**src/sv/tsg_pkg.sv**
```systemverilog
// shared constants, types and the quarter-wave sine rom for the tone sweep generator
// no dependencies; every other file imports this package
`timescale 1ns / 1ps

package tsg_pkg;

    // sine table and index sizing
    localparam int SINE_TABLE_DEPTH = 1024;
    localparam int INDEX_WIDTH      = 16;
    localparam int SINE_AW          = $clog2(SINE_TABLE_DEPTH);
    localparam int QTR_AW           = SINE_AW - 2;
    localparam int QTR_DEPTH        = SINE_TABLE_DEPTH / 4;

    // field and register widths
    localparam int IDX_W        = 16;
    localparam int SAMPLE_W     = 16;
    localparam int START_W      = 31;
    localparam int CHIRP_W      = 48;
    localparam int CHIRP_HALF_W = CHIRP_W / 2;
    localparam int AMP_W        = 15;
    localparam int LEN_W        = 16;
    localparam int RECIP_W      = 17;
    localparam int ENV_W        = 17;
    localparam int PHASE_W      = 32;
    localparam int MAG_W        = 15;
    localparam int CFG_DATA_W   = 48;
    localparam int CFG_IDX_W    = 3;
    localparam int NUM_STAGES   = 7;

    localparam logic [ENV_W-1:0] ENV_FULL = 17'h10000;
    localparam logic [IDX_W-1:0] IDX_MASK =
        (INDEX_WIDTH >= IDX_W) ? {IDX_W{1'b1}} : IDX_W'((32'd1 << INDEX_WIDTH) - 32'd1);

    // configuration register map
    typedef enum logic [CFG_IDX_W-1:0] {
        CFG_START_STEP = 3'd0,
        CFG_CHIRP_STEP = 3'd1,
        CFG_AMPLITUDE  = 3'd2,
        CFG_LENGTH     = 3'd3,
        CFG_FADE       = 3'd4,
        CFG_FADE_RECIP = 3'd5
    } t_cfg_idx;

    typedef struct packed {
        logic [START_W-1:0]        start_phase_step;
        logic signed [CHIRP_W-1:0] chirp_step;
        logic [AMP_W-1:0]          amplitude;
        logic [LEN_W-1:0]          length_samples;
        logic [LEN_W-1:0]          fade_samples;
        logic [RECIP_W-1:0]        fade_recip;
    } t_cfg;

    // per-stage load strobes and valid bits
    typedef struct packed {
        logic [NUM_STAGES:1] load;
        logic [NUM_STAGES:1] valid;
    } t_pipe_ctl;

    // quarter-wave sine, q30 taylor series to degree 13, scaled to 32767
    localparam logic [63:0] HALF_PI_Q30 = 64'd1686629713;

    function automatic logic [MAG_W-1:0] quarter_sine(input logic [63:0] r);
        logic [63:0]        x;
        logic [63:0]        x2;
        logic [63:0]        term;
        logic signed [63:0] sum;
        logic signed [63:0] v;
        x    = (r * HALF_PI_Q30) >> 30;
        x2   = (x * x) >> 30;
        term = x;
        sum  = $signed(x);
        term = ((term * x2) >> 30) / 64'd6;
        sum  = sum - $signed(term);
        term = ((term * x2) >> 30) / 64'd20;
        sum  = sum + $signed(term);
        term = ((term * x2) >> 30) / 64'd42;
        sum  = sum - $signed(term);
        term = ((term * x2) >> 30) / 64'd72;
        sum  = sum + $signed(term);
        term = ((term * x2) >> 30) / 64'd110;
        sum  = sum - $signed(term);
        term = ((term * x2) >> 30) / 64'd156;
        sum  = sum + $signed(term);
        if (sum < 0) begin
            sum = 64'sd0;
        end
        v = (sum * 64'sd32767 + 64'sd536870912) >>> 30;
        if (v > 64'sd32767) begin
            v = 64'sd32767;
        end
        return v[MAG_W-1:0];
    endfunction

    typedef logic [MAG_W-1:0] t_qrom [QTR_DEPTH];

    function automatic t_qrom build_qrom();
        t_qrom rom;
        for (int j = 0; j < QTR_DEPTH; j++) begin
            rom[j] = quarter_sine(64'(j) << (PHASE_W - SINE_AW));
        end
        return rom;
    endfunction

    localparam t_qrom            QSINE_ROM = build_qrom();
    localparam logic [MAG_W-1:0] SINE_PEAK = quarter_sine(64'd1 << 30);

endpackage

```
**src/sv/tsg_phase.sv**
```systemverilog
// phase path, stages 1 to 4: n*start plus the chirp term, then quarter-wave folding
// depends on tsg_pkg; load strobes come from tsg_pipe_ctrl
`timescale 1ns / 1ps

module tsg_phase (
    input  logic                        i_clk,
    input  tsg_pkg::t_pipe_ctl          i_ctl,
    input  tsg_pkg::t_cfg               i_cfg,
    input  logic [tsg_pkg::IDX_W-1:0]   i_index,
    output logic [tsg_pkg::QTR_AW-1:0]  o_qidx,
    output logic                        o_peak,
    output logic                        o_neg
);
    import tsg_pkg::*;

    localparam int NN_W  = 2 * IDX_W;
    localparam int NS_W  = IDX_W + START_W;
    localparam int PLO_W = NN_W + CHIRP_HALF_W;

    // stage 1
    logic [NN_W-1:0]    r1_nn;
    logic [PHASE_W-1:0] r1_ns;
    logic [NN_W-1:0]    w_nn;
    logic [NS_W-1:0]    w_ns;
    // stage 2
    logic [CHIRP_W-1:0]      r2_plo;
    logic [CHIRP_HALF_W-1:0] r2_phi;
    logic [PHASE_W-1:0]      r2_ns;
    logic [PLO_W-1:0]        w_plo;
    logic [CHIRP_W-1:0]      w_phi;
    // stage 3
    logic [PHASE_W-1:0] r3_cp;
    logic [PHASE_W-1:0] r3_ns;
    logic [CHIRP_W-1:0] w_cp;
    // stage 4
    logic [PHASE_W-1:0] w_phase;
    logic [SINE_AW-1:0] w_addr;
    logic [1:0]         w_quad;
    logic [QTR_AW-1:0]  w_low;
    logic [QTR_AW-1:0]  w_mirror;
    logic [QTR_AW-1:0]  r4_qidx;
    logic               r4_peak;
    logic               r4_neg;

    assign w_nn = NN_W'(i_index) * NN_W'(i_index);
    assign w_ns = NS_W'(i_index) * NS_W'(i_cfg.start_phase_step);

    always_ff @(posedge i_clk) begin
        if (i_ctl.load[1]) begin
            r1_nn <= w_nn;
            r1_ns <= w_ns[PHASE_W-1:0];
        end
    end

    // chirp product split in two halves, only its low 48 bits matter
    assign w_plo = PLO_W'(r1_nn) * PLO_W'(i_cfg.chirp_step[CHIRP_HALF_W-1:0]);
    assign w_phi = CHIRP_W'(r1_nn[CHIRP_HALF_W-1:0])
                 * CHIRP_W'(i_cfg.chirp_step[CHIRP_W-1:CHIRP_HALF_W]);

    always_ff @(posedge i_clk) begin
        if (i_ctl.load[2]) begin
            r2_plo <= w_plo[CHIRP_W-1:0];
            r2_phi <= w_phi[CHIRP_HALF_W-1:0];
            r2_ns  <= r1_ns;
        end
    end

    assign w_cp = r2_plo + {r2_phi, {CHIRP_HALF_W{1'b0}}};

    always_ff @(posedge i_clk) begin
        if (i_ctl.load[3]) begin
            r3_cp <= w_cp[CHIRP_W-1:CHIRP_W-PHASE_W];
            r3_ns <= r2_ns;
        end
    end

    // top phase bits address the full table; fold onto the first quarter
    assign w_phase  = r3_ns + r3_cp;
    assign w_addr   = w_phase[PHASE_W-1 -: SINE_AW];
    assign w_quad   = w_addr[SINE_AW-1 -: 2];
    assign w_low    = w_addr[QTR_AW-1:0];
    assign w_mirror = ~w_low + 1'b1;  // quarter depth minus low

    always_ff @(posedge i_clk) begin
        if (i_ctl.load[4]) begin
            r4_qidx <= w_quad[0] ? w_mirror : w_low;
            r4_peak <= w_quad[0] && (w_low == '0);
            r4_neg  <= w_quad[1];
        end
    end

    assign o_qidx = r4_qidx;
    assign o_peak = r4_peak;
    assign o_neg  = r4_neg;
endmodule

```
**config.mk**
```make
export PLATFORM = sky130hd
export DESIGN_NAME = tsg_phase
export DESIGN_NICKNAME = d
export VERILOG_FILES = /design/src/sv/tsg_pkg.sv /design/src/sv/tsg_phase.sv
export SDC_FILE = /design/constraint.sdc
export NUM_CORES = 2
export LEC_CHECK = 0
export BUFFER_PORTS_ARGS = -buffer_cell sky130_fd_sc_hd__buf_2
export CAP_MARGIN = 30
export CORE_MARGIN = 4
export CORE_UTILIZATION = 50
export CTS_CLUSTER_DIAMETER = 80
export CTS_CLUSTER_SIZE = 8
export DETAILED_ROUTE_END_ITERATION = 8
export GPL_ROUTABILITY_DRIVEN = 0
export GPL_TIMING_DRIVEN = 1
export MAX_ROUTING_LAYER = met4
export PLACE_DENSITY = 0.75
export SLEW_MARGIN = 20
export SYNTH_ARGS = -nofsm -noshare
export SYNTH_HDL_FRONTEND = slang
export SYNTH_SLANG_ARGS = --single-unit
```
**constraint.sdc**
```tcl
create_clock -name i_clk -period 9.2 [get_ports i_clk]
set_input_delay 0.92 -clock i_clk [delete_from_list [all_inputs] [get_ports i_clk]]
set_output_delay 0.92 -clock i_clk [all_outputs]
set_load 0.01 [all_outputs]
```
Yosys cells after proc, flatten, opt, wreduce, memory -nomap -nowiden --
Cells that the tools add are included.
Storage, ports and cells: register bits after elaboration 242, output and inout bits 10
Cells by class: add/sub/neg operators 3, $mul 4, muxes and demuxes 1, bitwise gates (word level) 1, reduce and logical (&&, ||, !) cells 2
Operators by type and width (number):
- $add A48 B48 Y48 | 1
- $mul A32 B24 Y48 | 1
- $add A32 B32 Y32 | 1
- $mul A16 B16 Y32 | 1
- $mul A16 B31 Y32 | 1
- $mul A24 B24 Y24 | 1
- $add A8 B1 Y8 const B | 1
- $logic_not A8 Y1 | 1
- $mux W8 | 1
- $not A8 Y8 | 1
- $logic_and A1 B1 Y1 | 1

Logic depth before layout (Yosys ltp) --
depth in word-level cells 4, gate-level depth with buffers 29, mapped depth without buffers 27

Least setup slack after synthesis --
OpenSTA, ideal clock, no wires.
kind input -> register, start in i_cfg[81] in the netlist's numbering, end reg r2_plo[47] (data pin), setup time 265 ps, arrival time 7376 ps, required time 8935 ps, slack 1559 ps, stages on the path 25, cells stage by stage clkbuf_1 clkbuf_1 nand2_1 fa_1 inv_1 fa_1 fa_1 fa_1 fa_1 fa_1 inv_1 fa_1 inv_1 ha_1 a21o_1 a21o_1 a21o_1 a21o_1 a21oi_1 o21ai_0 o21bai_1 a22oi_2 o21ai_0 and4_1 or3_1
Between the ends: longest elaborated chain between the ends 1
Ends and longest elaborated chain:
- from (decl) | line tsg_phase.sv:8 | input tsg_pkg::t_cfg i_cfg,
- $mul A32 B24 Y48 | line tsg_phase.sv:56 | assign w_plo = PLO_W'(r1_nn) * PLO_W'(i_cfg.chirp_step[CHIRP_HALF_W-1:0]);
- via w_plo[47] | line tsg_phase.sv:29 | logic [PLO_W-1:0] w_plo;
- to (signal assigned) | line tsg_phase.sv:62 | r2_plo <= w_plo[CHIRP_W-1:0];
- to (decl) | line tsg_phase.sv:26 | logic [CHIRP_W-1:0] r2_plo;
The timed path passes the listed nets, and every way through them passes these cells. A chain may end at the register's enable or synchronous reset.

Final worst setup path --
start reg r1_nn[14], end reg r2_plo[47] (data pin)
Between the ends: longest elaborated chain between the ends 1
Ends and longest elaborated chain:
- from (decl) | line tsg_phase.sv:21 | logic [NN_W-1:0] r1_nn;
- from (signal assigned) | line tsg_phase.sv:50 | r1_nn <= w_nn;
- $mul A32 B24 Y48 | line tsg_phase.sv:56
- via w_plo[47] | line tsg_phase.sv:29
The timed path passes the listed nets, and every way through them passes these cells.

==> flow_summary_export.csv <==
group,metric,value,unit
synth,syn_area_per_cell,9.54,sq um
detailed_routing,dr.pass1.iters,6,
min_path,hold_class,"register to register",
timing,relSlewSlack,29.8,%
setup_path,worst-path-buf-inv,5,
cells_and_area,fillers,9835,
detailed_routing,detail_route.wl_per_cell,18.7,um
setup_path,worstSetupPathType,"register to register",
clocking,ctsResizeCount,0,
global_route,grt_max_degree,65,
timing,hold_violations,0,
synth,synth-seq-area-share,11.8,%
floorplanning,dieWidth,346,um
clocking,insertion_delay,0.51,ns
synth,syn_area,57300,sq um
setup_path,cpMostUsedCell,"fa_1",
cells_and_area,layout_common_cells,"inv_1 (1466), fa_1 (1286), nand2_1 (872), and2_1 (673), ha_1 (448)",
min_path,hold_depth,0,
global_route,grt_pass1_wl,233000,um
timing,timing.final.crit_share,90.5,%
clocking,cts_setup_buffers,0,
cells_and_area,nets,7886,
floorplanning,start_util,50.6,%
clocking,cts_root_buf,"clkbuf_16",
clocking,cts_hold_buf,0,
floorplanning,num_rows,123,
placed_design,dp_hpwl,111000,um
global_route,grt_usage,24.9,%
detailed_routing,vias_per_cell,5.35,
global_route,grt_pass1_vias,44300,
detailed_routing,drcViolationCount,0,
timing,final_max_slew_viol_count,0,
floorplanning,fp.dieH,346,um
setup_path,crit_path_end,"r2_plo[47]$_DFFE_PP_",
cells_and_area,syn_to_final_growth,5.54,%
floorplanning,core,113000,sq um
detailed_routing,routed_wl,140000,um
flow_run,cap_violations,0,
setup_path,reg2regPathDepth,25,
setup_path,cp-end-kind,"register",
clocking,cts_buffers,35,
timing,layout_min_cycle_time,8.32,ns
clocking,cts_tree,"done",
setup_path,cp.depth,25,
clocking,clock-sinks,225,
run_status,status,"complete, no violations",
setup_path,cp_slowest_cell,"edfxtp_1",
setup_path,worst-endpoint-arrival,8.57,ns
synth,ys_types,60,
setup_path,cp-start-kind,"register",
cells_and_area,fin_util,53.4,%
floorplanning,io_pins,184,
setup_path,reg2reg_from,"r1_nn[14]$_DFFE_PP_",
clocking,clockBufferDepth,3,
timing,setup-tns-final,0,ns
timing,fmax,120,MHz
cells_and_area,regArea,6760,sq um
synth,synth-seq-cells,225,
setup_path,crit_start,"r1_nn[14]$_DFFE_PP_",
timing,grt_setup_unrepaired,"false",
cells_and_area,multi_input_area,44000,sq um
global_route,antenna_found_initial,8,
synth,synth_edf_count,225,
detailed_routing,ant_nets,0,
timing,finalSetupViolCount,0,
clocking,clk_pin_slew,0.05,ns
clocking,h-tree-depth,2,
setup_path,rrSetupSlack,0.88,ns
timing,tightestPinTransition,1.05,ns
detailed_routing,vias,40100,
synth,synth_warnings,0,
setup_path,worstPathRequired,9.45,ns
setup_path,critPathMaxStageDelay,0.69,ns
cells_and_area,drive_gt1_share,4.35,%
placed_design,port_buffers,109,
global_route,overflow,0,
floorplanning,dieArea,120000,sq um
synth,post_synth_inst_count,6005,
synth,synth-main-ff-cell,"edfxtp_1",
setup_path,worst-path-max-fanout,27,
cells_and_area,layout_commonest_cell,"inv_1",
timing,fin_worst_skew,0.0206,ns
synth,synthArstFlopShare,0,%
setup_path,crit_family,"adder cells",
detailed_routing,drt_iter0_drc,2502,
setup_path,r2r-end,"r2_plo[47]$_DFFE_PP_",
[kinds of logic after synthesis]
| family | synth area share (%) |
|---|---|
| buffers and inverters | 11.4 |
| xor gates and xnor gates | 3.52 |
| DFF | 11.8 |
| and+or+nand+nor | 15.0 |
| adders and majority gates | 54.7 |
| muxes | 0.0393 |
| AOI/OAI and AO/OA | 3.48 |
| other | 0.0131 |
[cell usage after synthesis, types with 5 or more instances]
master	number	share of area, %
edfxtp_1	225	12
a21boi_0	5	0.066
a31oi_1	13	0.14
nor3_1	26	0.23
clkbuf_1	276	1.8
or3_1	9	0.098
inv_1	1466	9.6
nand2_1	872	5.7
or2_2	7	0.076
a21oi_1	105	0.92
xnor2_1	165	2.5
nand4_1	6	0.066
o21a_1	18	0.24
and2_1	673	7.4
nand2b_1	16	0.17
nor2_1	84	0.55
a21o_1	43	0.56
xor2_1	62	0.95
ha_1	448	9.8
nor2b_1	24	0.26
fa_1	1286	45
o21bai_1	15	0.20
and3_1	14	0.15
o21ai_0	47	0.41
nand3_1	26	0.23
a211oi_1	12	0.16
[worst register-to-register path, delay by kind of cell, from the launching register on]
family,cells,cell delay (ns)
adder cells (fa/ha/maj),8,3.70
AO/OA/AOI/OAI,9,2.07
AND/OR/NAND/NOR,3,0.84
buffers and inverters,5,0.75
flip-flops,1,0.69
[area by class of cell]
cell class,instances,area share (%)
Clock inverter,6,0.157
Multi-Input combinational cell,4050,72.8
Timing Repair Buffer,200,2.14
Sequential cell,225,11.2
Tap cell,1500,3.10
Antenna cell,7,0.0290
Clock buffer,36,1.46
Inverter,1466,9.10
[metal layers]
layer | part of all wire, % | vias up | wire length [um] | track usage (%)
met3 | 8.6 | 376 | 12000 | 3.11
met1 | 39 | 20400 | 54800 | 31.9
li1 | - | 17500 | - | -
met2 | 48 | 1772 | 67500 | 41.1
met4 | 4.2 | 0 | 5880 | 8.57
met5 | 0 | - | 0 | -
[how the worst min path moves through the flow]
stage / startpoint / endpoint / slack [ns]
2_1_floorplan: r1_ns[0]$_DFFE_PP_ / r2_ns[0]$_DFFE_PP_ / 0.40
3_3_place_gp: r2_ns[0]$_DFFE_PP_ / r3_ns[0]$_DFFE_PP_ / 0.40
3_5_place_dp: r1_ns[30]$_DFFE_PP_ / r2_ns[30]$_DFFE_PP_ / 0.40
4_1_cts: r2_ns[18]$_DFFE_PP_ / r3_ns[18]$_DFFE_PP_ / 0.41
5_1_grt: r1_ns[19]$_DFFE_PP_ / r2_ns[19]$_DFFE_PP_ / 0.40
6_report: r2_ns[18]$_DFFE_PP_ / r3_ns[18]$_DFFE_PP_ / 0.41
[metrics by stage]
stage	instances	setup slack (ns)	hold WS (ns)	cell area [sq um]
finish	7490	0.877	0.406	60400
global placement	7434	0.706	0.401	59400
global route	7490	0.690	0.405	60400
floorplan	6018	1.56	0.400	57300
detailed placement	7440	0.541	0.405	59400
CTS	7482	0.959	0.406	60400
[state kept, by name (all words and copies together) (netlist names)]
name and cells:
o_qidx 8, r3_ns 32, r1_ns 32, r2_phi 24, r3_cp 32, r1_nn 31
o_neg 1, r2_plo 32, o_peak 1, r2_ns 32
Power is left out: the tool's default activity adds up to more than one toggle a clock period on the data nets, which glitch-free logic cannot reach.
