### config.mk
export PLATFORM = sky130hd
export DESIGN_NAME = tsg_scale
export DESIGN_NICKNAME = d
export VERILOG_FILES = /design/src/sv/tsg_pkg.sv /design/src/sv/tsg_scale.sv
export SDC_FILE = /design/constraint.sdc
export NUM_CORES = 2
export LEC_CHECK = 0
export BUFFER_PORTS_ARGS = -buffer_cell sky130_fd_sc_hd__buf_2
export CORE_MARGIN = 2
export CORE_UTILIZATION = 30
export CTS_BUF_LIST = sky130_fd_sc_hd__clkbuf_4 sky130_fd_sc_hd__clkbuf_8
export DETAILED_ROUTE_END_ITERATION = 10
export PLACE_DENSITY = 0.51
export SLEW_MARGIN = 20
export SYNTH_ARGS = -nofsm -noshare
export SYNTH_HDL_FRONTEND = slang
export SYNTH_SLANG_ARGS = --single-unit
### constraint.sdc
create_clock -name i_clk -period 8.7 [get_ports i_clk]
set_input_delay 1.74 -clock i_clk [delete_from_list [all_inputs] [get_ports i_clk]]
set_output_delay 1.74 -clock i_clk [all_outputs]
set_load 0.05 [all_outputs]
### src/sv/tsg_pkg.sv
// shared constants, types and the quarter-wave sine rom for the tone sweep generator
// no dependencies; every other file imports this package
`timescale 1ns / 1ps

package tsg_pkg;

    // sine table and index sizing
    localparam int SINE_TABLE_DEPTH = 1024;
    localparam int INDEX_WIDTH      = 16;
    localparam int SINE_AW          = $clog2(SINE_TABLE_DEPTH);
    localparam int QTR_AW           = SINE_AW - 2;
    localparam int QTR_DEPTH        = SINE_TABLE_DEPTH / 4;

    // field and register widths
    localparam int IDX_W        = 16;
    localparam int SAMPLE_W     = 16;
    localparam int START_W      = 31;
    localparam int CHIRP_W      = 48;
    localparam int CHIRP_HALF_W = CHIRP_W / 2;
    localparam int AMP_W        = 15;
    localparam int LEN_W        = 16;
    localparam int RECIP_W      = 17;
    localparam int ENV_W        = 17;
    localparam int PHASE_W      = 32;
    localparam int MAG_W        = 15;
    localparam int CFG_DATA_W   = 48;
    localparam int CFG_IDX_W    = 3;
    localparam int NUM_STAGES   = 7;

    localparam logic [ENV_W-1:0] ENV_FULL = 17'h10000;
    localparam logic [IDX_W-1:0] IDX_MASK =
        (INDEX_WIDTH >= IDX_W) ? {IDX_W{1'b1}} : IDX_W'((32'd1 << INDEX_WIDTH) - 32'd1);

    // configuration register map
    typedef enum logic [CFG_IDX_W-1:0] {
        CFG_START_STEP = 3'd0,
        CFG_CHIRP_STEP = 3'd1,
        CFG_AMPLITUDE  = 3'd2,
        CFG_LENGTH     = 3'd3,
        CFG_FADE       = 3'd4,
        CFG_FADE_RECIP = 3'd5
    } t_cfg_idx;

    typedef struct packed {
        logic [START_W-1:0]        start_phase_step;
        logic signed [CHIRP_W-1:0] chirp_step;
        logic [AMP_W-1:0]          amplitude;
        logic [LEN_W-1:0]          length_samples;
        logic [LEN_W-1:0]          fade_samples;
        logic [RECIP_W-1:0]        fade_recip;
    } t_cfg;

    // per-stage load strobes and valid bits
    typedef struct packed {
        logic [NUM_STAGES:1] load;
        logic [NUM_STAGES:1] valid;
    } t_pipe_ctl;

    // quarter-wave sine, q30 taylor series to degree 13, scaled to 32767
    localparam logic [63:0] HALF_PI_Q30 = 64'd1686629713;

    function automatic logic [MAG_W-1:0] quarter_sine(input logic [63:0] r);
        logic [63:0]        x;
        logic [63:0]        x2;
        logic [63:0]        term;
        logic signed [63:0] sum;
        logic signed [63:0] v;
        x    = (r * HALF_PI_Q30) >> 30;
        x2   = (x * x) >> 30;
        term = x;
        sum  = $signed(x);
        term = ((term * x2) >> 30) / 64'd6;
        sum  = sum - $signed(term);
        term = ((term * x2) >> 30) / 64'd20;
        sum  = sum + $signed(term);
        term = ((term * x2) >> 30) / 64'd42;
        sum  = sum - $signed(term);
        term = ((term * x2) >> 30) / 64'd72;
        sum  = sum + $signed(term);
        term = ((term * x2) >> 30) / 64'd110;
        sum  = sum - $signed(term);
        term = ((term * x2) >> 30) / 64'd156;
        sum  = sum + $signed(term);
        if (sum < 0) begin
            sum = 64'sd0;
        end
        v = (sum * 64'sd32767 + 64'sd536870912) >>> 30;
        if (v > 64'sd32767) begin
            v = 64'sd32767;
        end
        return v[MAG_W-1:0];
    endfunction

    typedef logic [MAG_W-1:0] t_qrom [QTR_DEPTH];

    function automatic t_qrom build_qrom();
        t_qrom rom;
        for (int j = 0; j < QTR_DEPTH; j++) begin
            rom[j] = quarter_sine(64'(j) << (PHASE_W - SINE_AW));
        end
        return rom;
    endfunction

    localparam t_qrom            QSINE_ROM = build_qrom();
    localparam logic [MAG_W-1:0] SINE_PEAK = quarter_sine(64'd1 << 30);

endpackage

### src/sv/tsg_scale.sv
// output stages 5 to 7: sine rom, amplitude times envelope times sine, divide by 32767*65536
// depends on tsg_pkg; load strobes come from tsg_pipe_ctrl
`timescale 1ns / 1ps

module tsg_scale (
    input  logic                                 i_clk,
    input  tsg_pkg::t_pipe_ctl                   i_ctl,
    input  tsg_pkg::t_cfg                        i_cfg,
    input  logic [tsg_pkg::QTR_AW-1:0]           i_qidx,
    input  logic                                 i_peak,
    input  logic                                 i_neg,
    input  logic [tsg_pkg::ENV_W-1:0]            i_env,
    input  logic                                 i_past,
    input  logic                                 i_last,
    output logic signed [tsg_pkg::SAMPLE_W-1:0]  o_sample_value,
    output logic                                 o_last,
    output logic                                 o_past
);
    import tsg_pkg::*;

    localparam int AE_W  = AMP_W + ENV_W;
    localparam int PR_W  = AE_W + MAG_W;
    localparam int X_W   = PR_W - 16;
    localparam int REM_W = SAMPLE_W + 1;
    localparam logic [REM_W-1:0] DIV_M  = 17'd32767;
    localparam logic [REM_W-1:0] DIV_2M = 17'd65534;

    logic [MAG_W-1:0]           r5_mag;
    logic [AE_W-1:0]            r5_ae;
    logic                       r5_neg;
    logic                       r5_past;
    logic                       r5_last;
    logic [PR_W-1:0]            r6_prod;
    logic                       r6_neg;
    logic                       r6_past;
    logic                       r6_last;
    logic [X_W-1:0]             w_x;
    logic [SAMPLE_W-1:0]        w_q1;
    logic [REM_W-1:0]           w_rem;
    logic [1:0]                 w_corr;
    logic [SAMPLE_W-1:0]        w_q;
    logic signed [SAMPLE_W-1:0] r7_value;
    logic                       r7_past;
    logic                       r7_last;

    always_ff @(posedge i_clk) begin
        if (i_ctl.load[5]) begin
            r5_mag  <= i_peak ? SINE_PEAK : QSINE_ROM[i_qidx];
            r5_ae   <= AE_W'(i_cfg.amplitude) * AE_W'(i_env);
            r5_neg  <= i_neg;
            r5_past <= i_past;
            r5_last <= i_last;
        end
    end

    always_ff @(posedge i_clk) begin
        if (i_ctl.load[6]) begin
            r6_prod <= PR_W'(r5_ae) * PR_W'(r5_mag);
            r6_neg  <= r5_neg;
            r6_past <= r5_past;
            r6_last <= r5_last;
        end
    end

    // x / (2^15 - 1): high part plus a remainder below three times the divisor
    assign w_x   = r6_prod[PR_W-1:16];
    assign w_q1  = w_x[X_W-1:15];
    assign w_rem = REM_W'(w_x[14:0]) + REM_W'(w_q1);

    always_comb begin
        priority if (w_rem >= DIV_2M) begin
            w_corr = 2'd2;
        end else if (w_rem >= DIV_M) begin
            w_corr = 2'd1;
        end else begin
            w_corr = 2'd0;
        end
    end

    assign w_q = w_q1 + SAMPLE_W'(w_corr);

    always_ff @(posedge i_clk) begin
        if (i_ctl.load[7]) begin
            if (r6_past) begin
                r7_value <= '0;
            end else if (r6_neg) begin
                r7_value <= -$signed(w_q);
            end else begin
                r7_value <= $signed(w_q);
            end
            r7_past <= r6_past;
            r7_last <= r6_last;
        end
    end

    assign o_sample_value = r7_value;
    assign o_last         = r7_last;
    assign o_past         = r7_past;
endmodule

Yosys cells after proc, flatten, opt, wreduce, memory -nomap -nowiden. Memory sizes are Yosys's and may differ from the RTL's. A register that Yosys moved wholly into a read port is not among the register bits. Cells that the tools add are included.

Add/subtract/negate cells: 3. Multiplexer cells: 3. Bitwise operators: 1. $lt $le $gt $ge: 2. Multipliers: 2.

Operators with widths (number): $mul 32x15->47 (1); $mul 15x17->32 (1); $add 15x16->17 (1); $ge 17x15->1 const B (1); $ge 17x16->1 const B (1); $add 16x2->16 (1); $mux 16 (1); $neg 16->16 (1); $not 8->9 (1); $mux 2 (1); $mux 1 (1).

Logic and storage cells: 23. Memory bits (read-only): 3840. Output and inout port bits: 18. Memories: 1. Bits in registers: 103.

Memories: (name not given) (depth 256, bits a word 15, read ports 1, clocked after Yosys merged registers in 1, write ports 0, line tsg_scale.sv:48) `r5_mag <= i_peak ? SINE_PEAK : QSINE_ROM[i_qidx];`.

Longest topological paths before layout.
Word-level depth: 7. Gate-level depth with buffers: 23. Depth with buffers taken out: 22.

Worst setup path after synthesis. Ideal clock, no wire load.

Path kind: input -> register. Start point: input i_cfg[52] (netlist name). End point: register r5_ae[31] (data pin). Data arrival time: 7.353 ns. Slack: 1.089 ns. Stages: 21. Library setup time: 0.258 ns. Required time: 8.442 ns. Cells stage by stage: clkbuf_1 -> clkbuf_1 -> nand2_1 -> fa_1 -> inv_1 -> fa_1 -> fa_1 -> inv_1 -> fa_1 -> inv_1 -> fa_1 -> fa_1 -> ha_1 -> and4_1 -> nand2_1 -> o311a_1 -> o31ai_1 -> o211ai_1 -> o31ai_2 -> o221a_2 -> xnor2_1.

Word-level cells in the longest chain between the ends: 1.

RTL lines: start, declared (line tsg_scale.sv:8) `input tsg_pkg::t_cfg i_cfg,`; $mul 15x17->32 (line tsg_scale.sv:49) `r5_ae <= AE_W'(i_cfg.amplitude) * AE_W'(i_env);`; end signal, assigned (line tsg_scale.sv:49); end, declared (line tsg_scale.sv:29) `logic [AE_W-1:0] r5_ae;`.

Every way passes these cells. A chain may end at the register's enable or synchronous reset.

Worst setup path after layout.
Start point: input i_env[10] (netlist name). End point: register r5_ae[27] (data pin).

Word-level cells in the longest chain between the ends: 1.

RTL lines: start, declared (line tsg_scale.sv:12) `input logic [tsg_pkg::ENV_W-1:0] i_env,`; $mul 15x17->32 (line tsg_scale.sv:49).

Every way passes these cells.

==> qor.yml <==
run_status: "finished, final reports clean"
routed_wire_length_per_instance_um: 18.1
path_common_cell: "sky130_fd_sc_hd__fa_1"
place_congestion: 0.929
tritoncts_num_sinks: 102
vias_per_cell: 5.08
timing.clock.skew_ns: 0.0409
h-tree-depth: 3
post-route-min-period_ns: 7.86
largest_net_degree_at_the_start_of_global_routing: 79
hold_viol_final: 0
floorplan_die_width_um: 331
yosysUniqueCellTypes: 78
area.sequential_um2: 3060
core.rowCount: 119
worst_slew_pin_slew_ns: 1.08
cap_viol_max_count: 0
congestion_overflow_gr: 0
syn_area_per_cell_um2: 8.51
netlist_instances: 3770
final_layout_size_suffix_gt1_frac: 0.0404
timing.setup.critical_path_class: "input port to flop"
seq_area_frac_synth: 0.0954
cp_bufs_invs: 5
slew_violations: 0
grt_first_pass_wirelength_mm: 148
post_place_cells: 5039
route.antenna.remaining_nets: 0
most-common-layout-cells: "sky130_fd_sc_hd__inv_1, sky130_fd_sc_hd__fa_1, sky130_fd_sc_hd__nand2_1, sky130_fd_sc_hd__and2_1, sky130_fd_sc_hd__ha_1"
instances_no_fill: 5058
worst_hold_start: "r5_last$_DFFE_PP_"
placedInstanceArea_um2: 33600
detail_route.first_pass.iterations: 6
worstSetupStartpointType: "input port"
crit_path_cell_trace: "buf_2, and2_1, fa_1, inv_1, fa_1, fa_1, inv_1, fa_1, inv_1, fa_1, fa_1, inv_1, ha_1, and4_1, nand2_1, o311a_1, o31ai_1, o211ai_1, o31ai_2, nor2_1, xnor2_1"
routed-via-count: 25700
synth_edf_count: 102
worst_setup_hold_path_clk_slew_ns: 0.14
core_area_um2: 106000
holdCritPathClass: "flop to flop"
grt_use_total: 0.171
worstReg2RegStart: "r5_mag[4]$_SDFFCE_PP1P_"
report.final.setup_viol: 0
height_of_the_die_um: 331
syn-cell-area_um2: 32100
setup.reg_to_reg.worst_slack_ns: 1.20
postLayoutCellArea_um2: 33800
portBuffers: 65
ys_warn_count: 0
skew_pair_late_insertion_delay_ns: 0.46
grt_antenna_before_repair: 3
i_o_pin_cnt: 205
final_nets: 4672
critical_path_peak_fanout: 15
cts.hold.buffers_added: 0
drc_errors: 0
cp-end-kind: "flop"
fmax_ghz: 0.127
die_area_um2: 110000
ys_ff_latch: 102
cts_tree: "yes"
critPathSlowestCell: "sky130_fd_sc_hd__fa_1"
grt_setup_unrepaired: "false"
initial_utilization: 0.304
multiInputGateArea_um2: 25700
drt_iter0_markers: 2161
critPathTopFamily: "adder cells"
cts.repair_timing.setup_buffer_count: 0
layout-area-overhead-vs-synth_pct: 5.27
timing.critical_path.slowest_cell_delay_ns: 0.54
critical_path.reg2reg.endpoint: "r6_prod[46]$_DFFE_PP_"
cts.repair.resized: 0
cts-buffers-inserted: 9
synthArstFlopShare: 0
number_of_global_route_vias_before_repair: 26400
setup_total_negative_slack_ns: 0
synth_flop_cell: "sky130_fd_sc_hd__edfxtp_1"
drt_wl_total_mm: 91.5
layout.core_utilization: 0.320
holdPathStages: 0
timing.critical_path.required_ns: 8.90
whs_endpoint: "r6_last$_DFFE_PP_"
final.fill_count: 11200
most_common_library_cell_in_the_layout_ignoring_fill_and_taps: "sky130_fd_sc_hd__inv_1"
worst-r2r-cell-count: 21
syn_nets: 4782
post-route-period-util: 0.903
cts_root_buf: "sky130_fd_sc_hd__clkbuf_8"
slew-limit-headroom: 0.279
place.detailed.hpwl_mm: 70.8
cts.path.max_buffers: 2
worstPathArrival_ns: 8.06
area by class of cell:
class                   instances  share of cell area
clock inverters                 7             0.00255
repair buffers                 94              0.0164
clock buffers                   9             0.00367
inverters                     664              0.0738
diodes                          2            0.000148
multi-input cells            2789               0.761
well taps                    1391              0.0515
flip-flops and latches        102              0.0906
kinds of logic after synthesis:
group / count (synthesis) / share of synthesized area
AOI/OAI and AO/OA: 602 / 0.121
xor gates and xnor gates: 83 / 0.0226
adders and majority gates: 825 / 0.458
buffers and inverters: 879 / 0.103
DFF: 102 / 0.0954
muxes: 20 / 0.00916
and+or+nand+nor: 1259 / 0.191
synthesized netlist by cell type, types with 8 or more instances:
master / instances / area [um2]
sky130_fd_sc_hd__o31ai_1: 10 / 75.1
sky130_fd_sc_hd__and3_1: 14 / 87.6
sky130_fd_sc_hd__buf_1: 15 / 56.3
sky130_fd_sc_hd__nand2b_1: 22 / 138
sky130_fd_sc_hd__mux2i_1: 8 / 80.1
sky130_fd_sc_hd__nor2b_1: 23 / 144
sky130_fd_sc_hd__and2_1: 384 / 2400
sky130_fd_sc_hd__a311oi_1: 16 / 140
sky130_fd_sc_hd__or2_2: 11 / 68.8
sky130_fd_sc_hd__o21bai_1: 11 / 82.6
sky130_fd_sc_hd__nand3_1: 45 / 225
sky130_fd_sc_hd__nor3_1: 41 / 205
sky130_fd_sc_hd__o221ai_1: 10 / 87.6
sky130_fd_sc_hd__ha_1: 243 / 3040
sky130_fd_sc_hd__clkbuf_1: 192 / 721
sky130_fd_sc_hd__a211oi_1: 29 / 218
sky130_fd_sc_hd__nor2_1: 158 / 593
sky130_fd_sc_hd__edfxtp_1: 102 / 3060
sky130_fd_sc_hd__a31oi_1: 26 / 163
sky130_fd_sc_hd__a21o_1: 45 / 338
sky130_fd_sc_hd__xnor2_1: 58 / 508
sky130_fd_sc_hd__nand4_1: 18 / 113
sky130_fd_sc_hd__inv_1: 661 / 2480
sky130_fd_sc_hd__a211o_1: 9 / 78.8
sky130_fd_sc_hd__a21oi_1: 179 / 896
sky130_fd_sc_hd__o21ai_0: 137 / 686
sky130_fd_sc_hd__nand2_1: 510 / 1910
sky130_fd_sc_hd__xor2_1: 25 / 219
sky130_fd_sc_hd__o211ai_1: 25 / 188
sky130_fd_sc_hd__o21a_1: 15 / 113
sky130_fd_sc_hd__a221oi_1: 10 / 87.6
sky130_fd_sc_hd__fa_1: 582 / 11700
sky130_fd_sc_hd__o22ai_1: 11 / 68.8
flip-flops by register name (all words and copies together), names as in the netlist, 15 cells and up:
name	flops
o_sample_value	16
r5_ae	32
r5_mag	15
r6_prod	31
how the worst max path moves through the flow:
| stage | startpoint | depth (start not counted) | endpoint |
|---|---|---|---|
| 6_report | i_env[10] | 21 | r5_ae[27]$_DFFE_PP_ |
| 5_1_grt | i_env[10] | 21 | r5_ae[27]$_DFFE_PP_ |
| 4_1_cts | i_env[10] | 21 | r5_ae[27]$_DFFE_PP_ |
| 3_5_place_dp | i_env[10] | 21 | r5_ae[27]$_DFFE_PP_ |
| 3_3_place_gp | i_env[10] | 21 | r5_ae[27]$_DFFE_PP_ |
| 2_1_floorplan | i_cfg[52] | 21 | r5_ae[31]$_DFFE_PP_ |
metal layers:
metal / up-vias / GRT usage / part of all wire
li1: 11700 / - / -
met1: 13100 / 0.234 / 0.45
met2: 764 / 0.288 / 0.48
met3: 131 / 0.0215 / 0.056
met4: 0 / 0.0384 / 0.021
met5: - / 0 / 0
through the flow:
| stage | hold slack [ns] | worst slack [ns] |
|---|---|---|
| after global placement | 0.402 | 0.395 |
| after floorplan | 0.400 | 1.09 |
| after detailed placement | 0.408 | 0.428 |
| after global routing | 0.461 | 0.595 |
| after CTS | 0.442 | 0.918 |
| final | 0.439 | 0.840 |
Power is not shown: default switching activity piles up to over one toggle a cycle in this logic, so the estimate is an artifact.
