==> config.mk <==
export PLATFORM = sky130hd
export DESIGN_NAME = tsg_env
export DESIGN_NICKNAME = d
export VERILOG_FILES = /design/src/sv/tsg_pkg.sv /design/src/sv/tsg_env.sv
export SDC_FILE = /design/constraint.sdc
export NUM_CORES = 1
export LEC_CHECK = 0
export BUFFER_PORTS_ARGS = -buffer_cell sky130_fd_sc_hd__buf_2
export CORE_ASPECT_RATIO = 1.25
export CORE_MARGIN = 1.5
export CORE_UTILIZATION = 30
export CTS_CLUSTER_SIZE = 12
export DETAILED_ROUTE_END_ITERATION = 10
export REMOVE_ABC_BUFFERS = 1
export SLEW_MARGIN = 20
export SYNTH_ARGS = -nofsm -noshare
export SYNTH_HDL_FRONTEND = slang
export SYNTH_SLANG_ARGS = --single-unit
==> constraint.sdc <==
create_clock -name i_clk -period 8.2 [get_ports i_clk]
set_input_delay 0.41 -clock i_clk [delete_from_list [all_inputs] [get_ports i_clk]]
set_output_delay 0.41 -clock i_clk [all_outputs]
set_load 0.01 [all_outputs]
==> src/sv/tsg_pkg.sv <==
// shared constants, types and the quarter-wave sine rom for the tone sweep generator
// no dependencies; every other file imports this package
`timescale 1ns / 1ps

package tsg_pkg;

    // sine table and index sizing
    localparam int SINE_TABLE_DEPTH = 1024;
    localparam int INDEX_WIDTH      = 16;
    localparam int SINE_AW          = $clog2(SINE_TABLE_DEPTH);
    localparam int QTR_AW           = SINE_AW - 2;
    localparam int QTR_DEPTH        = SINE_TABLE_DEPTH / 4;

    // field and register widths
    localparam int IDX_W        = 16;
    localparam int SAMPLE_W     = 16;
    localparam int START_W      = 31;
    localparam int CHIRP_W      = 48;
    localparam int CHIRP_HALF_W = CHIRP_W / 2;
    localparam int AMP_W        = 15;
    localparam int LEN_W        = 16;
    localparam int RECIP_W      = 17;
    localparam int ENV_W        = 17;
    localparam int PHASE_W      = 32;
    localparam int MAG_W        = 15;
    localparam int CFG_DATA_W   = 48;
    localparam int CFG_IDX_W    = 3;
    localparam int NUM_STAGES   = 7;

    localparam logic [ENV_W-1:0] ENV_FULL = 17'h10000;
    localparam logic [IDX_W-1:0] IDX_MASK =
        (INDEX_WIDTH >= IDX_W) ? {IDX_W{1'b1}} : IDX_W'((32'd1 << INDEX_WIDTH) - 32'd1);

    // configuration register map
    typedef enum logic [CFG_IDX_W-1:0] {
        CFG_START_STEP = 3'd0,
        CFG_CHIRP_STEP = 3'd1,
        CFG_AMPLITUDE  = 3'd2,
        CFG_LENGTH     = 3'd3,
        CFG_FADE       = 3'd4,
        CFG_FADE_RECIP = 3'd5
    } t_cfg_idx;

    typedef struct packed {
        logic [START_W-1:0]        start_phase_step;
        logic signed [CHIRP_W-1:0] chirp_step;
        logic [AMP_W-1:0]          amplitude;
        logic [LEN_W-1:0]          length_samples;
        logic [LEN_W-1:0]          fade_samples;
        logic [RECIP_W-1:0]        fade_recip;
    } t_cfg;

    // per-stage load strobes and valid bits
    typedef struct packed {
        logic [NUM_STAGES:1] load;
        logic [NUM_STAGES:1] valid;
    } t_pipe_ctl;

    // quarter-wave sine, q30 taylor series to degree 13, scaled to 32767
    localparam logic [63:0] HALF_PI_Q30 = 64'd1686629713;

    function automatic logic [MAG_W-1:0] quarter_sine(input logic [63:0] r);
        logic [63:0]        x;
        logic [63:0]        x2;
        logic [63:0]        term;
        logic signed [63:0] sum;
        logic signed [63:0] v;
        x    = (r * HALF_PI_Q30) >> 30;
        x2   = (x * x) >> 30;
        term = x;
        sum  = $signed(x);
        term = ((term * x2) >> 30) / 64'd6;
        sum  = sum - $signed(term);
        term = ((term * x2) >> 30) / 64'd20;
        sum  = sum + $signed(term);
        term = ((term * x2) >> 30) / 64'd42;
        sum  = sum - $signed(term);
        term = ((term * x2) >> 30) / 64'd72;
        sum  = sum + $signed(term);
        term = ((term * x2) >> 30) / 64'd110;
        sum  = sum - $signed(term);
        term = ((term * x2) >> 30) / 64'd156;
        sum  = sum + $signed(term);
        if (sum < 0) begin
            sum = 64'sd0;
        end
        v = (sum * 64'sd32767 + 64'sd536870912) >>> 30;
        if (v > 64'sd32767) begin
            v = 64'sd32767;
        end
        return v[MAG_W-1:0];
    endfunction

    typedef logic [MAG_W-1:0] t_qrom [QTR_DEPTH];

    function automatic t_qrom build_qrom();
        t_qrom rom;
        for (int j = 0; j < QTR_DEPTH; j++) begin
            rom[j] = quarter_sine(64'(j) << (PHASE_W - SINE_AW));
        end
        return rom;
    endfunction

    localparam t_qrom            QSINE_ROM = build_qrom();
    localparam logic [MAG_W-1:0] SINE_PEAK = quarter_sine(64'd1 << 30);

endpackage

==> src/sv/tsg_env.sv <==
// fade envelope and end flags, stages 1 to 4, aligned with the phase path
// depends on tsg_pkg; load strobes come from tsg_pipe_ctrl
`timescale 1ns / 1ps

module tsg_env (
    input  logic                       i_clk,
    input  tsg_pkg::t_pipe_ctl         i_ctl,
    input  tsg_pkg::t_cfg              i_cfg,
    input  logic [tsg_pkg::IDX_W-1:0]  i_index,
    output logic [tsg_pkg::ENV_W-1:0]  o_env,
    output logic                       o_past,
    output logic                       o_last
);
    import tsg_pkg::*;

    localparam int EP_W = LEN_W + RECIP_W;

    logic [LEN_W:0]     w_next;
    logic [LEN_W:0]     w_reach;
    logic               w_past;
    logic               w_up;
    logic               w_down;
    logic [LEN_W-1:0]   r1_factor;
    logic               r1_full;
    logic               r1_past;
    logic               r1_last;
    logic [EP_W-1:0]    r2_prod;
    logic               r2_full;
    logic               r2_past;
    logic               r2_last;
    logic [ENV_W-1:0]   r3_env;
    logic               r3_past;
    logic               r3_last;
    logic [ENV_W-1:0]   r4_env;
    logic               r4_past;
    logic               r4_last;

    assign w_next  = (LEN_W+1)'(i_index) + 1'b1;
    assign w_reach = (LEN_W+1)'(i_index) + (LEN_W+1)'(i_cfg.fade_samples);
    assign w_past  = i_index >= i_cfg.length_samples;
    // rising ramp wins when both fades overlap
    assign w_up    = i_index < i_cfg.fade_samples;
    assign w_down  = (w_reach > (LEN_W+1)'(i_cfg.length_samples)) && !w_past;

    always_ff @(posedge i_clk) begin
        if (i_ctl.load[1]) begin
            r1_factor <= w_up ? i_index : i_cfg.length_samples - i_index;
            r1_full   <= !w_up && !w_down;
            r1_past   <= w_past;
            r1_last   <= w_next == (LEN_W+1)'(i_cfg.length_samples);
        end
    end

    always_ff @(posedge i_clk) begin
        if (i_ctl.load[2]) begin
            r2_prod <= EP_W'(r1_factor) * EP_W'(i_cfg.fade_recip);
            r2_full <= r1_full;
            r2_past <= r1_past;
            r2_last <= r1_last;
        end
    end

    // saturate at unity gain
    always_ff @(posedge i_clk) begin
        if (i_ctl.load[3]) begin
            r3_env  <= (r2_full || (r2_prod > EP_W'(ENV_FULL))) ? ENV_FULL
                                                               : r2_prod[ENV_W-1:0];
            r3_past <= r2_past;
            r3_last <= r2_last;
        end
    end

    always_ff @(posedge i_clk) begin
        if (i_ctl.load[4]) begin
            r4_env  <= r3_env;
            r4_past <= r3_past;
            r4_last <= r3_last;
        end
    end

    assign o_env  = r4_env;
    assign o_past = r4_past;
    assign o_last = r4_last;
endmodule

=== Word-level counts from Yosys, hierarchy flattened ===
Index checks and enable logic that the tools add are counted.

* Register bits: 93
* Latch bits: 0
* Bits in writable memories: 0
* Memory bits (read-only): 0
* Bits of input ports: 174
* Output and inout bits: 19
* Memories: 0

* Add/sub/neg operators: 3
* Multipliers: 1
* Divide/modulo/power cells: 0
* Order comparisons: 4
* Equality and inequality tests: 1
* Shifts and indexed selects: 0
* Mux-type cells: 1
* Bitwise operators: 0
* Reduce and logical (&&, ||, !) cells: 6

{| class="wikitable"
|+ Operators by type and width
! kind !! number
|-
| $gt 33x17->1 const B || 1
|-
| $mul 16x17->33 || 1
|-
| $add 16x1->17 const B || 1
|-
| $add 16x16->17 || 1
|-
| $eq 17x16->1 || 1
|-
| $gt 17x16->1 || 1
|-
| $ge 16x16->1 || 1
|-
| $lt 16x16->1 || 1
|-
| $mux 16 || 1
|-
| $sub 16x16->16 || 1
|-
| $logic_not 1->1 || 3
|-
| $logic_and 1x1->1 || 2
|-
| $logic_or 1x1->1 || 1
|}

=== Depth between registers and ports, before layout ===
Gate-level depths: netlist of run 1.

* Depth in word-level cells: 5
* Mapped depth: 22

=== Worst setup path after synthesis of run 1 ===
OpenSTA, ideal clock, no wires.

* Kind: flip-flop to flip-flop
* From: register r1_factor[7]
* To: register r2_prod[27], data pin
* Setup time: 0.261 ns
* Arrival: 5.522 ns
* Required time: 7.939 ns
* Slack: 2.417 ns
* Cell stages (with the launch flop): 22
* Path buffers: 2
* Period minus slack after synthesis: 5.783 ns
* Cell sequence: edfxtp_1 > clkbuf_1 > clkbuf_1 > nand2_1 > fa_1 > inv_1 > fa_1 > inv_1 > fa_1 > inv_1 > fa_1 > fa_1 > inv_1 > fa_1 > inv_1 > ha_1 > a21oi_1 > o21ai_0 > a211o_1 > o21a_1 > a21bo_2 > xor2_1

* Cells in the longest elaborated chain, start to end: 1

{| class="wikitable"
|+ RTL lines
! item !! RTL line !! text
|-
| start: declaration || tsg_env.sv:23 || <nowiki>logic [LEN_W-1:0] r1_factor;</nowiki>
|-
| start signal: assignment || tsg_env.sv:47 || <nowiki>r1_factor <= w_up ? i_index : i_cfg.length_samples - i_index;</nowiki>
|-
| $mul 16x17->33 || tsg_env.sv:56 || <nowiki>r2_prod <= EP_W'(r1_factor) * EP_W'(i_cfg.fade_recip);</nowiki>
|-
| end signal: assignment || tsg_env.sv:56 ||
|-
| end: declaration || tsg_env.sv:27 || <nowiki>logic [EP_W-1:0] r2_prod;</nowiki>
|}

Every way passes these cells.
A chain may end at the register's enable or synchronous reset.

=== Worst setup path in the final report of run 1 ===
* From: register r1_factor[1]
* To: register r2_prod[20], data pin

The elaborated chain is that of the path after synthesis.

==> results of run 1 <==
## cell families (layout without fill, tap and decap cells)
kind of cell	after synthesis	after routing
and+or+nand+nor	517	517
DFF	93	93
xor gates and xnor gates	69	69
adders and majority gates	380	380
muxes	5	5
AOI/OAI and AO/OA	221	221
buffers and inverters	345	403
## layout by cell type (no fill, tap or decap), drive strengths merged, types with 11 or more instances in the layout
cell and count:
xnor2 45, edfxtp 93, nand2 186, a211oi 11, o21ai 43, ha 170, buf 90, nor2 66
xor2 24, and2 151, a21oi 71, nand3 28, nor3 22, a21o 13, fa 210, inv 300
## sequential cells by signal (all words and copies together) (netlist names), 16 cells and up
| register | count |
|---|---|
| o_env | 17 |
| r1_factor | 16 |
| r2_prod | 33 |
| r3_env | 17 |
## area by class of cell
type	instances	area, µm²	share of cell area, %
multi-input cells	1192	11070	66.88
flip-flops and latches	93	2793	16.87
inverters	297	1115	6.734
well taps	651	814.5	4.920
repair buffers	90	455.4	2.751
clock buffers	9	225.2	1.360
clock inverters	7	80.08	0.4837
## metrics by stage
step / util (%) / std cells / setup WS, ns / hold WS, ns
finish: 33.35 / 2339 / 1.808 / 0.4205
global route: 33.35 / 2339 / 1.433 / 0.4319
CTS: 33.32 / 2339 / 1.822 / 0.4211
detailed placement: 32.71 / 2323 / 1.858 / 0.4056
global placement: 32.71 / 2323 / 1.935 / 0.4045
floorplan: - / 1582 / 2.640 / 0.4003
## metal layers
metal | vias to the layer above | GRT usage [%] | part of all wire, %
met4 | 2 | 4.244 | 2.4
met3 | 60 | 1.610 | 3.5
li1 | 5378 | - | -
met5 | - | 0 | 0.031
met2 | 233 | 27.24 | 54
met1 | 5622 | 16.36 | 40
## how the worst max path moves through the flow
| stage | depth (start not counted) | end |
|---|---|---|
| 6_report | 17 | r2_prod[20] |
| 5_1_grt | 17 | r2_prod[20] |
| 4_1_cts | 17 | r2_prod[29] |
| 3_5_place_dp | 17 | r2_prod[29] |
| 3_3_place_gp | 17 | r2_prod[29] |
| 2_1_floorplan | 19 | r2_prod[27] |
==> flow_summary.json, run 1 <==
{
  "clk_latency_ns": 0.36,
  "slowest_delay_ns": 0.88,
  "cts_buffer_depth": 2,
  "placed_cell_area_um2": 16240,
  "wl_per_cell_um": 15.31,
  "report.final.hold_viol_count": 0,
  "critPathTopFamily": "adder cells",
  "path_clk_slew_ns": 0.08,
  "status": "finished clean",
  "drv_cap": 0,
  "tns_ns": 0,
  "drtIter0Drc": 550,
  "synth-main-ff-cell": "edfxtp_1",
  "startpoint": "r1_factor[1]",
  "synth_fa_ha_area_share_pct": 41.78,
  "gp_congestion": 0.8423,
  "slew_headroom_pct": 43.52,
  "core_um2": 49640,
  "timing.rr.start": "r1_factor[1]",
  "cts_made_buffers": 9,
  "hold_path_end": "o_env[8]",
  "avgSynthCellArea_um2": 9.296,
  "crit_chain": "nand2_1 > fa_1 > fa_1 > fa_1 > fa_1 > inv_1 > fa_1 > inv_1 > fa_1 > inv_1 > ha_1 > o21ai_0 > o21ai_0 > o211ai_1 > a21oi_1 > o21ai_0 > xnor2_1",
  "fin_crit_ns": 6.392,
  "clkSinkCount": 93,
  "grt_pass1_wl_um": 59310,
  "rr_worst_depth": 17,
  "synthTopCellsByCount": "297 x inv_1, 210 x fa_1, 186 x nand2_1, 170 x ha_1, 151 x and2_1",
  "fillers": 5206,
  "netlist.area_leader.share_pct": 27.75,
  "stdcell_area_um2": 16560,
  "cts_hold_buffers": 0,
  "wirelength_um": 35800,
  "cp_num_buf_inv": 3,
  "die_x_um": 204.0,
  "ios": 193,
  "synth_xor_xnor_area_share_pct": 3.988,
  "final_net_count": 2237,
  "cts_resized": 0,
  "min-delay-path-class": "reg2reg",
  "root_buffer": "clkbuf_16",
  "reg2reg_to": "r2_prod[20]",
  "first_pass_iters": 7,
  "vias": 11295,
  "worst_pin_slew_ns": 0.8471,
  "whs_path_depth": 0,
  "grt_max_degree": 37,
  "path_max_fanout": 17,
  "overflow": 0,
  "syn_inst": 1630,
  "path_class": "reg2reg",
  "hold_start": "r3_env[8]",
  "finalClockSkew_ns": 0.01458,
  "maxClockFrequency_ghz": 0.1565,
  "ys_warn_count": 0,
  "cts_tree": "built",
  "synth_area_leader_cell": "fa_1",
  "die_area_um2": 51870,
  "start_util_pct": 30.52,
  "reg2reg_setup_slack_ns": 1.81,
  "drive_above_1_share_pct": 7.287,
  "antenna_left": 0,
  "synth-seq-cells": 93,
  "syn_area_um2": 15150,
  "timing.final.crit_share_pct": 77.95,
  "chipHeight_um": 254.3,
  "grt_antenna_before_repair": 1,
  "synthMuxAreaShare_pct": 0.3386,
  "synth_compound_area_share_pct": 9.670,
  "synth_top_family_by_area": "adder cells",
  "grt_pass1_vias": 12110,
  "cp_common_cell": "fa_1",
  "crit_arrival_ns": 6.49,
  "synth_area_leaders": "fa_1 28%, edfxtp_1 18%, ha_1 14%",
  "ys_seq_area_share_pct": 18.43,
  "finalSetupViolations": 0,
  "synth_edf_count": 93,
  "async_reset_ff_share_pct": 0,
  "dp_hpwl_um": 29210,
  "port_buffers": 88,
  "cp-end-kind": "flop",
  "synth_most_common_cell": "inv_1",
  "insertedDiodeCount": 0,
  "grt_usage_pct": 14.20,
  "via_per_inst": 4.829,
  "cp_slowest_cell": "edfxtp_1",
  "cts_max_level": 3,
  "rsz0062_at_grt": "false",
  "synthSimpleGateAreaFrac_pct": 17.22,
  "cp-start-kind": "flop",
  "drc": 0,
  "synth_cell_type_count": 71,
  "num_rows": 91,
  "post_cts_buffers": 0,
  "drv_slew": 0,
  "cp.required_ns": 8.30,
  "syn_to_final_growth_pct": 9.265
}
Power of run 1 is left out: the tool's default activity adds up to more than one toggle a clock period on the data nets, which glitch-free logic cannot reach.
==> run 2: changes to the inputs <==
Settings changed: ABC_AREA from default to 1.
Clock period 8.2 ns to 5.2 ns, I/O delays scaled along.
==> run 2 against run 1 <==
  * The flow now finishes with violations (negative setup slack)
  * Area after synthesis is 1.4% higher
  * Hold slack worse by 0.064 ns
  * Count of clock-buffer cells in the layout stayed put
  * Sequential share of layout area is 1.7 points lower
  * Maximum frequency is 17% higher
  * Die area is 1.4% higher
  * Routed wire length is 17% higher
==> flow_summary.json, run 2 <==
{
  "status": "finished with violations",
  "violations": "negative setup slack",
  "first_pass_iters": 5,
  "cp-start-kind": "flop",
  "drv_slew": 0,
  "cts_hold_buffers": 0,
  "grt_max_degree": 37,
  "wl_per_cell_um": 15.34,
  "reg2reg_setup_slack_ns": -0.26,
  "insertedDiodeCount": 0,
  "cts_max_level": 3,
  "grt_antenna_before_repair": 0,
  "avgSynthCellArea_um2": 8.153,
  "timing.final.crit_share_pct": 105.0,
  "clkSinkCount": 93,
  "num_rows": 92,
  "cts_tree": "built",
  "min-delay-path-class": "in2reg",
  "finalClockSkew_ns": 0.01521,
  "ios": 193,
  "synth_area_leaders": "fa_1 27%, edfxtp_1 18%, ha_1 14%",
  "grt_usage_pct": 16.39,
  "overflow": 0,
  "largest_register_ffs": 33,
  "rsz0062_at_grt": "true",
  "start_util_pct": 30.41,
  "hold_path_end": "r1_factor[13]",
  "chipHeight_um": 256.1,
  "final_net_count": 2624,
  "maxClockFrequency_ghz": 0.1831,
  "via_per_inst": 4.547,
  "rr_worst_depth": 23,
  "synth_most_common_cell": "inv_1",
  "synth-seq-cells": 93,
  "synth_area_leader_cell": "fa_1",
  "syn_inst": 1885,
  "core_um2": 50530,
  "dp_hpwl_um": 35780,
  "synth_cell_type_count": 48,
  "startpoint": "r1_factor[4]",
  "die_x_um": 205.4,
  "hold-worst-slack_ns": 0.3565,
  "cp-end-kind": "flop",
  "path_max_fanout": 12,
  "path_class": "reg2reg",
  "vias": 12427,
  "crit_arrival_ns": 5.56,
  "regMostFlops": "r2_prod",
  "synth_edf_count": 93,
  "clk_latency_ns": 0.36,
  "drv_cap": 0,
  "grt_pass1_vias": 13378,
  "netlist.area_leader.share_pct": 27.35,
  "cts_made_buffers": 9,
  "final.setup.worst_slack_ns": -0.2606,
  "die_area_um2": 52600,
  "hold_start": "i_index[13]",
  "finalSetupViolations": 21,
  "ys_warn_count": 0,
  "worst_pin_slew_ns": 0.9663,
  "final_common_cell": "inv_1",
  "gp_congestion": 0.8971,
  "wirelength_um": 41910,
  "slew_headroom_pct": 35.42,
  "whs_path_depth": 3,
  "path_clk_slew_ns": 0.08,
  "synth-main-ff-cell": "edfxtp_1",
  "syn_area_um2": 15370,
  "antenna_left": 0,
  "syn_to_final_growth_pct": 19.74,
  "drc": 0,
  "report.final.hold_viol_count": 0,
  "cts_buffer_depth": 2,
  "reg2reg_to": "r2_prod[23]",
  "root_buffer": "clkbuf_16",
  "finalCoreUtilization_pct": 36.42,
  "fin_crit_ns": 5.461,
  "ys_seq_area_share_pct": 18.17,
  "most-common-layout-cells": "491 x inv_1, 417 x nand2_1, 207 x fa_1, 158 x ha_1, 141 x buf_4",
  "grt_pass1_wl_um": 67900,
  "timing.rr.start": "r1_factor[4]",
  "drive_above_1_share_pct": 17.88,
  "tns_ns": -3.472,
  "cp.required_ns": 5.30,
  "port_buffers": 88,
  "synthTopCellsByCount": "498 x inv_1, 432 x nand2_1, 210 x fa_1, 170 x ha_1, 93 x edfxtp_1",
  "async_reset_ff_share_pct": 0,
  "drtIter0Drc": 581
}
## run 2: cell types whose count changed in the layout (fill, tap and decap cells not counted), sizes merged, moves of 7 or more
cell | previous run | this run
a211oi | 11 | 3
a21o | 13 | 5
and2 | 151 | 1
buf | 90 | 244
inv | 300 | 503
nand2 | 186 | 433
nand2b | 9 | 0
nor2 | 66 | 94
o21a | 8 | 1
o21ai | 43 | 55
xnor2 | 45 | 23
xor2 | 24 | 52
## run 2: cell type report
class | instances | area (µm²)
timing repair buffer | 244 | 1764
multi-input combinational | 1222 | 10850
inverter | 500 | 1877
fill | 5203 | 32130
tap | 658 | 823.3
clock buffer | 9 | 225.2
sequential | 93 | 2793
clock inverter | 7 | 75.07
## run 2: worst max-delay path by stage
stage	end	slack, ns	cells past startpoint
4_1_cts	r2_prod[31]	-0.33	24
5_1_grt	r2_prod[23]	-0.47	23
6_report	r2_prod[23]	-0.26	23
2_1_floorplan	r2_prod[31]	-0.12	22
3_3_place_gp	r2_prod[30]	-0.35	21
3_5_place_dp	r2_prod[30]	-0.40	19
## run 2: per-stage QoR
stage / instances / setup WS, ns / cell area, µm²
after floorplan: 1815 / -0.1198 / 15090
after global placement: 2707 / -0.3494 / 17590
after detailed placement: 2707 / -0.4045 / 17590
after CTS: 2726 / -0.3339 / 18090
after global routing: 2733 / -0.4682 / 18400
final: 2733 / -0.2606 / 18400
## run 2: per-layer routing
layer  global-route usage (%)  up-vias  part of all wire, %
met3                    1.744       85                  3.3
met2                    31.28      291                   55
met5                        0        -                    0
met1                    18.60     6045                   39
li1                         -     6006                    -
met4                    5.515        0                  3.6
## run 2: cell families (layout without fill, tap and decap cells)
group | count (synthesis) | after routing | synth area share [%]
buf+inv | 570 | 760 | 13.99
fa+ha+maj | 380 | 380 | 41.20
compound gates | 163 | 163 | 6.049
simple gates | 604 | 604 | 16.32
flops | 93 | 93 | 18.17
xor+xnor | 75 | 75 | 4.274
## run 2: worst max-delay path, cell delays in order (launching register included)
cell and delay, ns:
edfxtp_1 0.42, buf_12 0.18, nand2_1 0.06, inv_1 0.06, fa_1 0.54, inv_1 0.05, fa_1 0.48, inv_1 0.06
fa_1 0.56, fa_2 0.45, fa_1 0.49, inv_1 0.05, fa_1 0.47, inv_1 0.04, ha_1 0.30, a21oi_1 0.22
o21ai_1 0.08, inv_1 0.06, nand2_1 0.05, a21oi_1 0.11, buf_4 0.14, o21ai_4 0.06, buf_4 0.14, xor2_2 0.15
## run 2: repair_timing
| item | CTS | global route |
|---|---|---|
| pin swaps | 0 | 7 |
| resized for setup | 45 | 54 |
| endpoints found under the setup margin | 21 | 22 |
| setup buffers | 3 | 7 |
Power of run 2 is left out for the same reason.
